[src/hw/rtl/sorted_stream_merge_macros.svh]
// ----------------------------------------------------------------------------
// Assertion macros for sorted_stream_merge
// Concurrent checks sampled on clk_i and quiet while rst_ni is low.
// ----------------------------------------------------------------------------
`ifndef SORTED_STREAM_MERGE_MACROS_SVH
`define SORTED_STREAM_MERGE_MACROS_SVH

// Same-cycle implication.
`define SSM_ASSERT_NOW(name, ante, cons, msg) \
  name: assert property (@(posedge clk_i) disable iff (!rst_ni) (ante) |-> (cons)) \
    else $error(msg);

// Next-cycle implication.
`define SSM_ASSERT_NEXT(name, ante, cons, msg) \
  name: assert property (@(posedge clk_i) disable iff (!rst_ni) (ante) |=> (cons)) \
    else $error(msg);

`endif

[src/hw/rtl/ssm_pkg.sv]
// ----------------------------------------------------------------------------
// ssm_pkg
// Shared types and constants of the sorted stream merge.
// ----------------------------------------------------------------------------
`default_nettype none

package ssm_pkg;

  localparam int unsigned DataW   = 32;
  localparam int unsigned LenW    = 24;
  localparam int unsigned CfgIdxW = 1;

  localparam logic LIST_A = 1'b0;
  localparam logic LIST_B = 1'b1;

  localparam logic [CfgIdxW-1:0] REG_LENGTH_A = 1'b0;
  localparam logic [CfgIdxW-1:0] REG_LENGTH_B = 1'b1;

  typedef enum logic [1:0] {
    STATUS_OK   = 2'd0,
    STATUS_FULL = 2'd1,
    STATUS_DONE = 2'd2
  } status_e;

  typedef enum logic [1:0] {
    ST_IDLE,
    ST_ERR,
    ST_RD,
    ST_CMP
  } state_e;

  typedef struct packed {
    logic push;
    logic pop;
    logic restart;
  } list_cmd_t;

  typedef struct packed {
    logic nonempty;
    logic last_one;
    logic full;
    logic done;
  } list_stat_t;

endpackage

`default_nettype wire

[src/hw/rtl/ssm_in_if.sv]
// ----------------------------------------------------------------------------
// ssm_in_if
// Input element channel: one tagged element per request.
// ----------------------------------------------------------------------------
`default_nettype none

interface ssm_in_if import ssm_pkg::*; ();
  logic                    valid;
  logic                    ready;
  logic                    mode;
  logic signed [DataW-1:0] value;

  modport source (output valid, mode, value, input ready);
  modport sink   (input valid, mode, value, output ready);
endinterface

`default_nettype wire

[src/hw/rtl/ssm_out_if.sv]
// ----------------------------------------------------------------------------
// ssm_out_if
// Result channel: merged elements and drop reports.
// ----------------------------------------------------------------------------
`default_nettype none

interface ssm_out_if import ssm_pkg::*; ();
  logic                    valid;
  logic                    ready;
  logic signed [DataW-1:0] merged_value;
  logic                    from_list;
  logic                    run_last;
  logic                    merge_last;
  logic [1:0]              status;

  modport source (output valid, merged_value, from_list, run_last, merge_last, status,
                  input ready);
  modport sink   (input valid, merged_value, from_list, run_last, merge_last, status,
                  output ready);
endinterface

`default_nettype wire

[src/hw/rtl/ssm_cfg_if.sv]
// ----------------------------------------------------------------------------
// ssm_cfg_if
// Register write channel: index and data per request.
// ----------------------------------------------------------------------------
`default_nettype none

interface ssm_cfg_if import ssm_pkg::*; ();
  logic               valid;
  logic               ready;
  logic [CfgIdxW-1:0] index;
  logic [LenW-1:0]    data;

  modport source (output valid, index, data, input ready);
  modport sink   (input valid, index, data, output ready);
endinterface

`default_nettype wire

[src/hw/rtl/ssm_ram.sv]
// ----------------------------------------------------------------------------
// ssm_ram
// Generic single-write, single-read RAM with a registered read port.
// ----------------------------------------------------------------------------
`default_nettype none

module ssm_ram #(
  parameter int unsigned Width = 32,
  parameter int unsigned Depth = 32
) (
  input  wire logic                     clk_i,
  input  wire logic                     we_i,
  input  wire logic [$clog2(Depth)-1:0] waddr_i,
  input  wire logic [Width-1:0]         wdata_i,
  input  wire logic [$clog2(Depth)-1:0] raddr_i,
  output logic      [Width-1:0]         rdata_o
);

  logic [Width-1:0] mem_q [Depth];

  always_ff @(posedge clk_i) begin
    if (we_i) begin
      mem_q[waddr_i] <= wdata_i;
    end
    rdata_o <= mem_q[raddr_i];
  end

endmodule

`default_nettype wire

[src/hw/rtl/ssm_list_state.sv]
// ----------------------------------------------------------------------------
// ssm_list_state
// Bookkeeping of one list: length register, FIFO pointers, receive count.
// ----------------------------------------------------------------------------
`default_nettype none

module ssm_list_state import ssm_pkg::*; #(
  parameter int unsigned Depth = 32
) (
  input  wire logic                     clk_i,
  input  wire logic                     rst_ni,
  input  wire logic                     len_we_i,
  input  wire logic [LenW-1:0]          len_i,
  input  wire list_cmd_t                cmd_i,
  output logic      [$clog2(Depth)-1:0] head_o,
  output logic      [$clog2(Depth)-1:0] tail_o,
  output list_stat_t                    stat_o
);

  localparam int unsigned AddrW = $clog2(Depth);
  localparam int unsigned FillW = $clog2(Depth + 1);
  localparam int unsigned SumW  = FillW + 1;

  logic [LenW-1:0]  len_q;
  logic [LenW-1:0]  recv_q, recv_d;
  logic [AddrW-1:0] head_q, head_d;
  logic [FillW-1:0] fill_q, fill_d;
  logic [SumW-1:0]  tail_sum;

  // The tail index stays below twice the depth, so one subtract wraps it.
  assign tail_sum = SumW'(head_q) + SumW'(fill_q);
  assign tail_o   = (tail_sum >= SumW'(Depth)) ? AddrW'(tail_sum - SumW'(Depth))
                                               : AddrW'(tail_sum);
  assign head_o   = head_q;

  assign stat_o.nonempty = (fill_q != '0);
  assign stat_o.last_one = (fill_q == FillW'(1));
  assign stat_o.full     = (fill_q == FillW'(Depth));
  assign stat_o.done     = (recv_q >= len_q);

  always_comb begin
    head_d = head_q;
    fill_d = fill_q;
    recv_d = recv_q;
    if (cmd_i.push) begin
      fill_d = fill_q + 1'b1;
      recv_d = recv_q + 1'b1;
    end
    if (cmd_i.pop) begin
      head_d = (head_q == AddrW'(Depth - 1)) ? '0 : head_q + 1'b1;
      fill_d = fill_q - 1'b1;
    end
    if (cmd_i.restart) begin
      recv_d = '0;
    end
  end

  always_ff @(posedge clk_i or negedge rst_ni) begin
    if (!rst_ni) begin
      len_q  <= LenW'(1);
      recv_q <= '0;
      head_q <= '0;
      fill_q <= '0;
    end else begin
      if (len_we_i) begin
        len_q <= len_i;
      end
      recv_q <= recv_d;
      head_q <= head_d;
      fill_q <= fill_d;
    end
  end

endmodule

`default_nettype wire

[src/hw/rtl/sorted_stream_merge.sv]
// ----------------------------------------------------------------------------
// sorted_stream_merge
// Two-way merge of two ascending lists of signed 32-bit values.
// ----------------------------------------------------------------------------
// Usage:
//   cfg_i sets length_a (index 0) and length_b (index 1); write them while
//   the block is idle. in_i takes one element per request, tagged by mode
//   with its list, and stores it in that list's FIFO RAM. out_o returns the
//   merged ascending stream; list A wins ties. An element for a list that is
//   already complete, or whose FIFO is full, is dropped and reported by one
//   result with a nonzero status and a zero value.
//   Each input request yields zero or more results; run_last marks the last
//   one, merge_last marks the final element of the whole job.
// Timing:
//   A request is taken in the idle state. A drop report is then loaded in
//   the error state. Each merged element then passes the read state, in
//   which the RAM reads both FIFO heads, and the compare state, which
//   compares them and loads the output register. Once the last result sits
//   in the output register the next request is taken.
// Reset clears pointers, counts and the output valid flag, and sets both
// lengths to 1. A stalled receiver holds the output register and the
// sequencer waits; nothing is lost.
// ----------------------------------------------------------------------------
`default_nettype none

`include "sorted_stream_merge_macros.svh"

module sorted_stream_merge import ssm_pkg::*; #(
  parameter int unsigned FIFO_DEPTH = 32
) (
  input  wire logic  clk_i,
  input  wire logic  rst_ni,
  ssm_cfg_if.sink    cfg_i,
  ssm_in_if.sink     in_i,
  ssm_out_if.source  out_o
);

  localparam int unsigned AddrW = $clog2(FIFO_DEPTH);

  state_e state_q, state_d;

  list_cmd_t  cmd_a, cmd_b;
  list_stat_t stat_a, stat_b, in_stat;
  logic [AddrW-1:0] head_a, tail_a, head_b, tail_b;
  logic [DataW-1:0] rdata_a, rdata_b;

  logic    cfg_we, in_acc, in_err;
  status_e in_code;
  status_e err_code_q;
  logic    err_mode_q;

  logic can_emit, pick, ne_a_nx, ne_b_nx, mlast, can_next, out_free;

  logic             load_en, load_run_last;
  logic [DataW-1:0] load_value;
  logic             load_list, load_mlast;
  status_e          load_status;

  logic             out_valid_q;
  logic [DataW-1:0] out_value_q;
  logic             out_list_q, out_run_last_q, out_mlast_q;
  status_e          out_status_q;

  // Configuration port.
  assign cfg_i.ready = 1'b1;
  assign cfg_we      = cfg_i.valid && cfg_i.ready;

  // Request decode.
  assign in_acc  = in_i.valid && in_i.ready;
  assign in_stat = (in_i.mode == LIST_B) ? stat_b : stat_a;
  assign in_err  = in_stat.done || in_stat.full;
  assign in_code = in_stat.done ? STATUS_DONE : STATUS_FULL;

  // A head may leave when both FIFOs hold data, or when the other list is done.
  assign can_emit = (stat_a.nonempty && stat_b.nonempty) ||
                    (stat_a.nonempty && stat_b.done) ||
                    (stat_b.nonempty && stat_a.done);

  always_comb begin
    if (stat_a.nonempty && stat_b.nonempty) begin
      pick = ($signed(rdata_a) <= $signed(rdata_b)) ? LIST_A : LIST_B;
    end else if (stat_a.nonempty && stat_b.done) begin
      pick = LIST_A;
    end else begin
      pick = LIST_B;
    end
  end

  // Occupancy after the pop decides the job end and whether more can follow.
  assign ne_a_nx  = (pick == LIST_A) ? !stat_a.last_one : stat_a.nonempty;
  assign ne_b_nx  = (pick == LIST_B) ? !stat_b.last_one : stat_b.nonempty;
  assign mlast    = stat_a.done && stat_b.done && !ne_a_nx && !ne_b_nx;
  assign can_next = !mlast && ((ne_a_nx && ne_b_nx) || (ne_a_nx && stat_b.done) ||
                               (ne_b_nx && stat_a.done));

  assign out_free = !out_valid_q || out_o.ready;

  always_comb begin
    state_d = state_q;
    case (state_q)
      ST_IDLE: begin
        if (in_acc) begin
          state_d = in_err ? ST_ERR : ST_RD;
        end
      end
      ST_ERR: begin
        if (out_free) begin
          state_d = can_emit ? ST_RD : ST_IDLE;
        end
      end
      ST_RD: begin
        state_d = can_emit ? ST_CMP : ST_IDLE;
      end
      ST_CMP: begin
        if (out_free) begin
          state_d = can_next ? ST_RD : ST_IDLE;
        end
      end
      default: begin
        state_d = ST_IDLE;
      end
    endcase
  end

  always_comb begin
    in_i.ready    = 1'b0;
    cmd_a         = '0;
    cmd_b         = '0;
    load_en       = 1'b0;
    load_value    = '0;
    load_list     = err_mode_q;
    load_run_last = 1'b0;
    load_mlast    = 1'b0;
    load_status   = STATUS_OK;
    case (state_q)
      ST_IDLE: begin
        in_i.ready = 1'b1;
        cmd_a.push = in_acc && !in_err && (in_i.mode == LIST_A);
        cmd_b.push = in_acc && !in_err && (in_i.mode == LIST_B);
      end
      ST_ERR: begin
        load_en       = out_free;
        load_run_last = !can_emit;
        load_status   = err_code_q;
      end
      ST_CMP: begin
        load_en        = out_free;
        load_value     = (pick == LIST_B) ? rdata_b : rdata_a;
        load_list      = pick;
        load_run_last  = !can_next;
        load_mlast     = mlast;
        cmd_a.pop      = out_free && (pick == LIST_A);
        cmd_b.pop      = out_free && (pick == LIST_B);
        cmd_a.restart  = out_free && mlast;
        cmd_b.restart  = out_free && mlast;
      end
      default: begin
        load_en = 1'b0;
      end
    endcase
  end

  ssm_list_state #(.Depth(FIFO_DEPTH)) u_list_a (
    .clk_i    (clk_i),
    .rst_ni   (rst_ni),
    .len_we_i (cfg_we && (cfg_i.index == REG_LENGTH_A)),
    .len_i    (cfg_i.data),
    .cmd_i    (cmd_a),
    .head_o   (head_a),
    .tail_o   (tail_a),
    .stat_o   (stat_a)
  );

  ssm_list_state #(.Depth(FIFO_DEPTH)) u_list_b (
    .clk_i    (clk_i),
    .rst_ni   (rst_ni),
    .len_we_i (cfg_we && (cfg_i.index == REG_LENGTH_B)),
    .len_i    (cfg_i.data),
    .cmd_i    (cmd_b),
    .head_o   (head_b),
    .tail_o   (tail_b),
    .stat_o   (stat_b)
  );

  // The read ports always follow the heads; a write lands in the RAM before
  // the read state reads it, so no forwarding is needed.
  ssm_ram #(.Width(DataW), .Depth(FIFO_DEPTH)) u_ram_a (
    .clk_i   (clk_i),
    .we_i    (cmd_a.push),
    .waddr_i (tail_a),
    .wdata_i (in_i.value),
    .raddr_i (head_a),
    .rdata_o (rdata_a)
  );

  ssm_ram #(.Width(DataW), .Depth(FIFO_DEPTH)) u_ram_b (
    .clk_i   (clk_i),
    .we_i    (cmd_b.push),
    .waddr_i (tail_b),
    .wdata_i (in_i.value),
    .raddr_i (head_b),
    .rdata_o (rdata_b)
  );

  always_ff @(posedge clk_i or negedge rst_ni) begin
    if (!rst_ni) begin
      state_q     <= ST_IDLE;
      out_valid_q <= 1'b0;
    end else begin
      state_q <= state_d;
      if (load_en) begin
        out_valid_q <= 1'b1;
      end else if (out_o.ready) begin
        out_valid_q <= 1'b0;
      end
    end
  end

  always_ff @(posedge clk_i) begin
    if (in_acc) begin
      err_code_q <= in_code;
      err_mode_q <= in_i.mode;
    end
    if (load_en) begin
      out_value_q    <= load_value;
      out_list_q     <= load_list;
      out_run_last_q <= load_run_last;
      out_mlast_q    <= load_mlast;
      out_status_q   <= load_status;
    end
  end

  assign out_o.valid        = out_valid_q;
  assign out_o.merged_value = out_value_q;
  assign out_o.from_list    = out_list_q;
  assign out_o.run_last     = out_run_last_q;
  assign out_o.merge_last   = out_mlast_q;
  assign out_o.status       = out_status_q;

  `SSM_ASSERT_NOW(a_err_result_clean, out_valid_q && (out_status_q != STATUS_OK), (out_value_q == '0) && !out_mlast_q, "drop report carries data or job end")
  `SSM_ASSERT_NOW(a_mlast_is_run_last, out_valid_q && out_mlast_q, out_run_last_q, "job end not marked as last result of its request")
  `SSM_ASSERT_NOW(a_cmp_has_data, state_q == ST_CMP, stat_a.nonempty || stat_b.nonempty, "compare state with both FIFOs empty")
  `SSM_ASSERT_NEXT(a_last_to_idle, load_en && load_run_last, state_q == ST_IDLE, "sequencer kept working after the last result")

endmodule

`default_nettype wire

[src/flat_wrapper.sv]
// flat-port wrapper written by rule: the top's interface ports become plain ports
module sorted_stream_merge_flat import ssm_pkg::*;
#(
  parameter int unsigned FIFO_DEPTH = 32
)
  (clk_i, rst_ni, cfg_i_valid, cfg_i_index, cfg_i_data, cfg_i_ready, in_i_valid, in_i_mode, in_i_value, in_i_ready, out_o_valid, out_o_merged_value, out_o_from_list, out_o_run_last, out_o_merge_last, out_o_status, out_o_ready);
  ssm_cfg_if cfg_i_i ();
  ssm_in_if in_i_i ();
  ssm_out_if out_o_i ();
  input  wire logic clk_i;
  input  wire logic rst_ni;
  input wire logic [$bits(cfg_i_i.valid)-1:0] cfg_i_valid;
  input wire logic [$bits(cfg_i_i.index)-1:0] cfg_i_index;
  input wire logic [$bits(cfg_i_i.data)-1:0] cfg_i_data;
  output wire logic [$bits(cfg_i_i.ready)-1:0] cfg_i_ready;
  input wire logic [$bits(in_i_i.valid)-1:0] in_i_valid;
  input wire logic [$bits(in_i_i.mode)-1:0] in_i_mode;
  input wire logic [$bits(in_i_i.value)-1:0] in_i_value;
  output wire logic [$bits(in_i_i.ready)-1:0] in_i_ready;
  output wire logic [$bits(out_o_i.valid)-1:0] out_o_valid;
  output wire logic [$bits(out_o_i.merged_value)-1:0] out_o_merged_value;
  output wire logic [$bits(out_o_i.from_list)-1:0] out_o_from_list;
  output wire logic [$bits(out_o_i.run_last)-1:0] out_o_run_last;
  output wire logic [$bits(out_o_i.merge_last)-1:0] out_o_merge_last;
  output wire logic [$bits(out_o_i.status)-1:0] out_o_status;
  input wire logic [$bits(out_o_i.ready)-1:0] out_o_ready;
  assign cfg_i_i.valid = cfg_i_valid;
  assign cfg_i_i.index = cfg_i_index;
  assign cfg_i_i.data = cfg_i_data;
  assign cfg_i_ready = cfg_i_i.ready;
  assign in_i_i.valid = in_i_valid;
  assign in_i_i.mode = in_i_mode;
  assign in_i_i.value = in_i_value;
  assign in_i_ready = in_i_i.ready;
  assign out_o_valid = out_o_i.valid;
  assign out_o_merged_value = out_o_i.merged_value;
  assign out_o_from_list = out_o_i.from_list;
  assign out_o_run_last = out_o_i.run_last;
  assign out_o_merge_last = out_o_i.merge_last;
  assign out_o_status = out_o_i.status;
  assign out_o_i.ready = out_o_ready;
  sorted_stream_merge #(.FIFO_DEPTH(FIFO_DEPTH)) u_core (.clk_i(clk_i), .rst_ni(rst_ni), .cfg_i(cfg_i_i), .in_i(in_i_i), .out_o(out_o_i));
endmodule
[config.mk]
export PLATFORM = sky130hd
export DESIGN_NAME = sorted_stream_merge_flat
export DESIGN_NICKNAME = d
export VERILOG_FILES = /design/src/hw/rtl/ssm_pkg.sv /design/src/hw/rtl/ssm_in_if.sv /design/src/hw/rtl/ssm_out_if.sv /design/src/hw/rtl/ssm_cfg_if.sv /design/src/hw/rtl/ssm_ram.sv /design/src/hw/rtl/ssm_list_state.sv /design/src/hw/rtl/sorted_stream_merge.sv /design/src/flat_wrapper.sv
export VERILOG_INCLUDE_DIRS = /design/src /design/src/hw/rtl
export SDC_FILE = /design/constraint.sdc
export NUM_CORES = 2
export LEC_CHECK = 0
export ABC_AREA = 1
export BUFFER_PORTS_ARGS = -buffer_cell sky130_fd_sc_hd__buf_2
export CORE_MARGIN = 3
export CORE_UTILIZATION = 54
export DETAILED_ROUTE_END_ITERATION = 10
export GPL_ROUTABILITY_DRIVEN = 0
export PLACE_DENSITY = 0.79
export SLEW_MARGIN = 0
export SYNTH_ARGS = -nofsm -noshare
export SYNTH_HDL_FRONTEND = slang
export SYNTH_SLANG_ARGS = --single-unit
export TNS_END_PERCENT = 30
[constraint.sdc]
create_clock -name clk_i -period 5.5 [get_ports clk_i]
set_clock_uncertainty 0.15 [all_clocks]
set_input_delay 1.1 -clock clk_i [delete_from_list [all_inputs] [get_ports clk_i]]
set_output_delay 1.1 -clock clk_i [all_outputs]
set_load 0.005 [all_outputs]
==> flow_summary.toml <==
[placement]
io_buffers = 101
postPlaceCellArea_um2 = 94500
dpl.hpwl_um = 139000

[synth]
ys_ff_latch = 2273
synth_edf_count = 2088
ys_seq_area_frac = 0.737
async_reset_ff_frac = 0.0532
avgSynthCellArea_um2 = 12.4
yosys_most_used_dff = "edfxtp_1"
synth_area_um2 = 91000
yosys_warnings = 0
ys_types = 53
syn_nets = 7485
synth_cells = 7318

[global_routing]
grt_start_max_net_pins = 211
grt.total_usage = 0.280
antenna_found_initial = 17
overflow = 0
first_global_vias = 59853
grt_pass1_wl_um = 368000

[die]
dieArea_um2 = 173000
pin_count = 103
core_um2 = 167000
die_w_um = 416
fp.dieH_um = 416
initial_core_util = 0.544
std_cell_rows = 150

[power]
p_total_w = 0.0528
peakVddDrop_uv = 466
p_leak_nw = 34.4
p_seq_frac = 0.389
p_int_w = 0.0327
combPwrFrac = 0.333
powerDensity_nw_per_um2 = 520
clockPowerShare = 0.277
switching_share = 0.381
switching_power_w = 0.0201

[routing]
top_layer = "met5"
route.met3.wl_um = 27800
drt-initial-drc-count = 10961
route.detailed.drc = 0
dr_wl_met2_um = 118000
wirelength_um = 248000
first_pass_iters = 6
drt-met1-wl_um = 88700
routedWlPerCell_um = 25.5
detail-route-antenna-nets = 0
num_vias = 62008
viasPerCell = 6.37

[clock_network]
cts_tree = "built"
cts.htree.levels = 4
clock_path_buffers = 3
clk_latency_ns = 0.87
clk_pin_slew_ns = 0.06
cts-root-buf = "clkbuf_16"
clock-sinks = 2273
cts.repair.resized = 0
cts-hold-fix-buffers = 0
postCtsSetupBuffers = 0
cts_made_buffers = 213

[sta]
layout_min_cycle_time_ns = 4.25
hold_viol = 0
setup_viol = 0
fin_crit_sh = 0.772
worst_pin_slew_ns = 1.34
max_freq_mhz = 235
drv_slew = 0
rsz0062_at_grt = "false"
fin_setup_tns_ns = 0
slew_headroom = 0.107

[setup_path]
r2r_cells = 15
rrSetupSlack_ns = 1.25
slowest_delay_ns = 0.56
regToRegEndpoint = "u_core.u_ram_b.mem_q[26][22]$_DFFE_PP_"
path_cells = "ha_1 -> a21oi_1 -> o21ai_1 -> o21bai_1 -> a21oi_1 -> nand3_1 -> nand2_1 -> nand3_1 -> nor2_2 -> nand2_1 -> inv_1 -> nand3_1 -> buf_4 -> nor2_4 -> buf_4"
startpoint_type = "flop"
path_class = "flop to flop"
crit_fanout = 17
timing.rr.start = "u_core.u_list_a.recv_q[15]$_DFFE_PN0P_"
arrival_ns = 4.61
endpoint_kind = "flop"
path_common_cell = "nand3_1"
cp.required_ns = 5.86
slowest_stage = "nor2_4"

[hold_path]
hp-class = "input pin to async pin"

[status]
outcome = "complete, no violations"

[final_layout]
num-fill-cells = 11870
drive_above_1_share = 0.0940
stdcell_area_um2 = 102000
final_common_cell = "edfxtp_1"
area_delta_synth_final_pct = 11.6
final_cell_mix = "edfxtp_1, nor2_1, o21ai_0"
layout.nets = 7503

[flow_run]
maxCapViolations = 0
==> area by class of cell <==
cell class,count,area [um^2],area share
Sequential cell,2273,67000,0.660
Multi-Input combinational cell,4351,21800,0.214
Clock buffer,274,5790,0.0571
Tap cell,2204,2760,0.0272
Timing Repair Buffer,277,2080,0.0205
Clock inverter,125,1220,0.0120
Inverter,220,861,0.00848
Antenna cell,5,12.5,0.000123
==> critical path: cells and delay by family (launching register included) <==
kind | cells | cell delay (ns)
AOI/OAI and AO/OA | 4 | 0.49
adders and majority gates | 1 | 0.34
buffers and inverters | 3 | 0.83
DFF | 1 | 0.45
and+or+nand+nor | 7 | 1.62
==> cells in the mapped netlist, types with 24 or more instances <==
| cell type | number | area share |
|---|---|---|
| ha_1 | 102 | 0.014 |
| buf_1 | 28 | 0.0012 |
| nand2_1 | 504 | 0.021 |
| nand3_1 | 88 | 0.0048 |
| o22ai_1 | 611 | 0.042 |
| dfrtp_1 | 119 | 0.033 |
| inv_1 | 211 | 0.0087 |
| o21ai_0 | 1329 | 0.073 |
| edfxtp_1 | 2088 | 0.69 |
| clkbuf_1 | 417 | 0.017 |
| nor3_1 | 37 | 0.0020 |
| dfxtp_1 | 64 | 0.014 |
| a21oi_1 | 142 | 0.0078 |
| nor2_1 | 1401 | 0.058 |
| o31ai_1 | 24 | 0.0020 |
==> registers in the layout, indices dropped and copies added, names as in the netlist, 2 cells and up <==
register                   count
u_core.u_list_a.len_q         24
u_core.u_list_a.head_o         5
u_core.u_ram_b.rdata_o        32
u_core.state_q                 2
u_core.u_list_a.recv_q        24
u_core.u_list_b.len_q         24
u_core.out_o.merged_value     32
u_core.err_code_q              2
u_core.u_ram_a.mem_q        1024
u_core.u_ram_b.mem_q        1024
u_core.u_list_a.fill_q         6
u_core.out_o.status            2
u_core.u_list_b.fill_q         6
u_core.u_ram_a.rdata_o        32
u_core.u_list_b.recv_q        24
u_core.u_list_b.head_o         5
==> how the worst max path moves through the flow <==
stage | startpoint | end | slack [ns]
after global routing | u_core.u_list_a.recv_q[15]$_DFFE_PN0P_ | u_core.u_ram_b.mem_q[19][15]$_DFFE_PP_ | 0.96
after floorplan | in_i_mode | u_core.u_ram_b.mem_q[0][0]$_DFFE_PP_ | 0.53
final | u_core.u_list_a.recv_q[15]$_DFFE_PN0P_ | u_core.u_ram_b.mem_q[26][22]$_DFFE_PP_ | 1.25
after CTS | u_core.u_list_b.recv_q[11]$_DFFE_PN0P_ | u_core.u_ram_b.mem_q[26][24]$_DFFE_PP_ | 1.31
after detailed placement | in_i_mode | u_core.u_ram_b.mem_q[26][22]$_DFFE_PP_ | 1.28
after global placement | in_i_mode | u_core.u_ram_b.mem_q[26][23]$_DFFE_PP_ | 1.33
==> kinds of logic after synthesis <==
group | after synthesis | synth area share
buffers and inverters | 694 | 0.0294
and+or+nand+nor | 2068 | 0.0885
other | 1 | 0.0000412
xor gates and xnor gates | 20 | 0.00201
DFF | 2273 | 0.737
AOI/OAI and AO/OA | 2158 | 0.129
adders and majority gates | 104 | 0.0145
==> power groups by stage <==
stage | logic, W | clock network [W] | registers [W]
after floorplan | 0.0109 | 0 | 0.0204
after global placement | 0.0165 | 0 | 0.0209
after detailed placement | 0.0169 | 0 | 0.0209
after CTS | 0.0172 | 0.0147 | 0.0205
after global routing | 0.0189 | 0.0154 | 0.0206
final | 0.0176 | 0.0146 | 0.0206
==> stage by stage <==
step,setup WS [ns],utilization,std cells,hold WS [ns]
4_1_cts,1.31,0.607,9724,0.161
5_1_grt,0.961,0.607,9727,0.213
2_1_floorplan,0.534,-,7318,0.303
6_report,1.25,0.607,9729,0.167
3_5_place_dp,1.28,0.565,9325,0.326
3_3_place_gp,1.33,0.565,9325,0.322
==> per-layer routing <==
| metal | vias up | GRT usage |
|---|---|---|
| li1 | 26776 | - |
| met1 | 30024 | 0.369 |
| met2 | 4427 | 0.454 |
| met3 | 773 | 0.0469 |
| met4 | 8 | 0.137 |
| met5 | - | 0 |
Power figures use the tool's default switching activity.
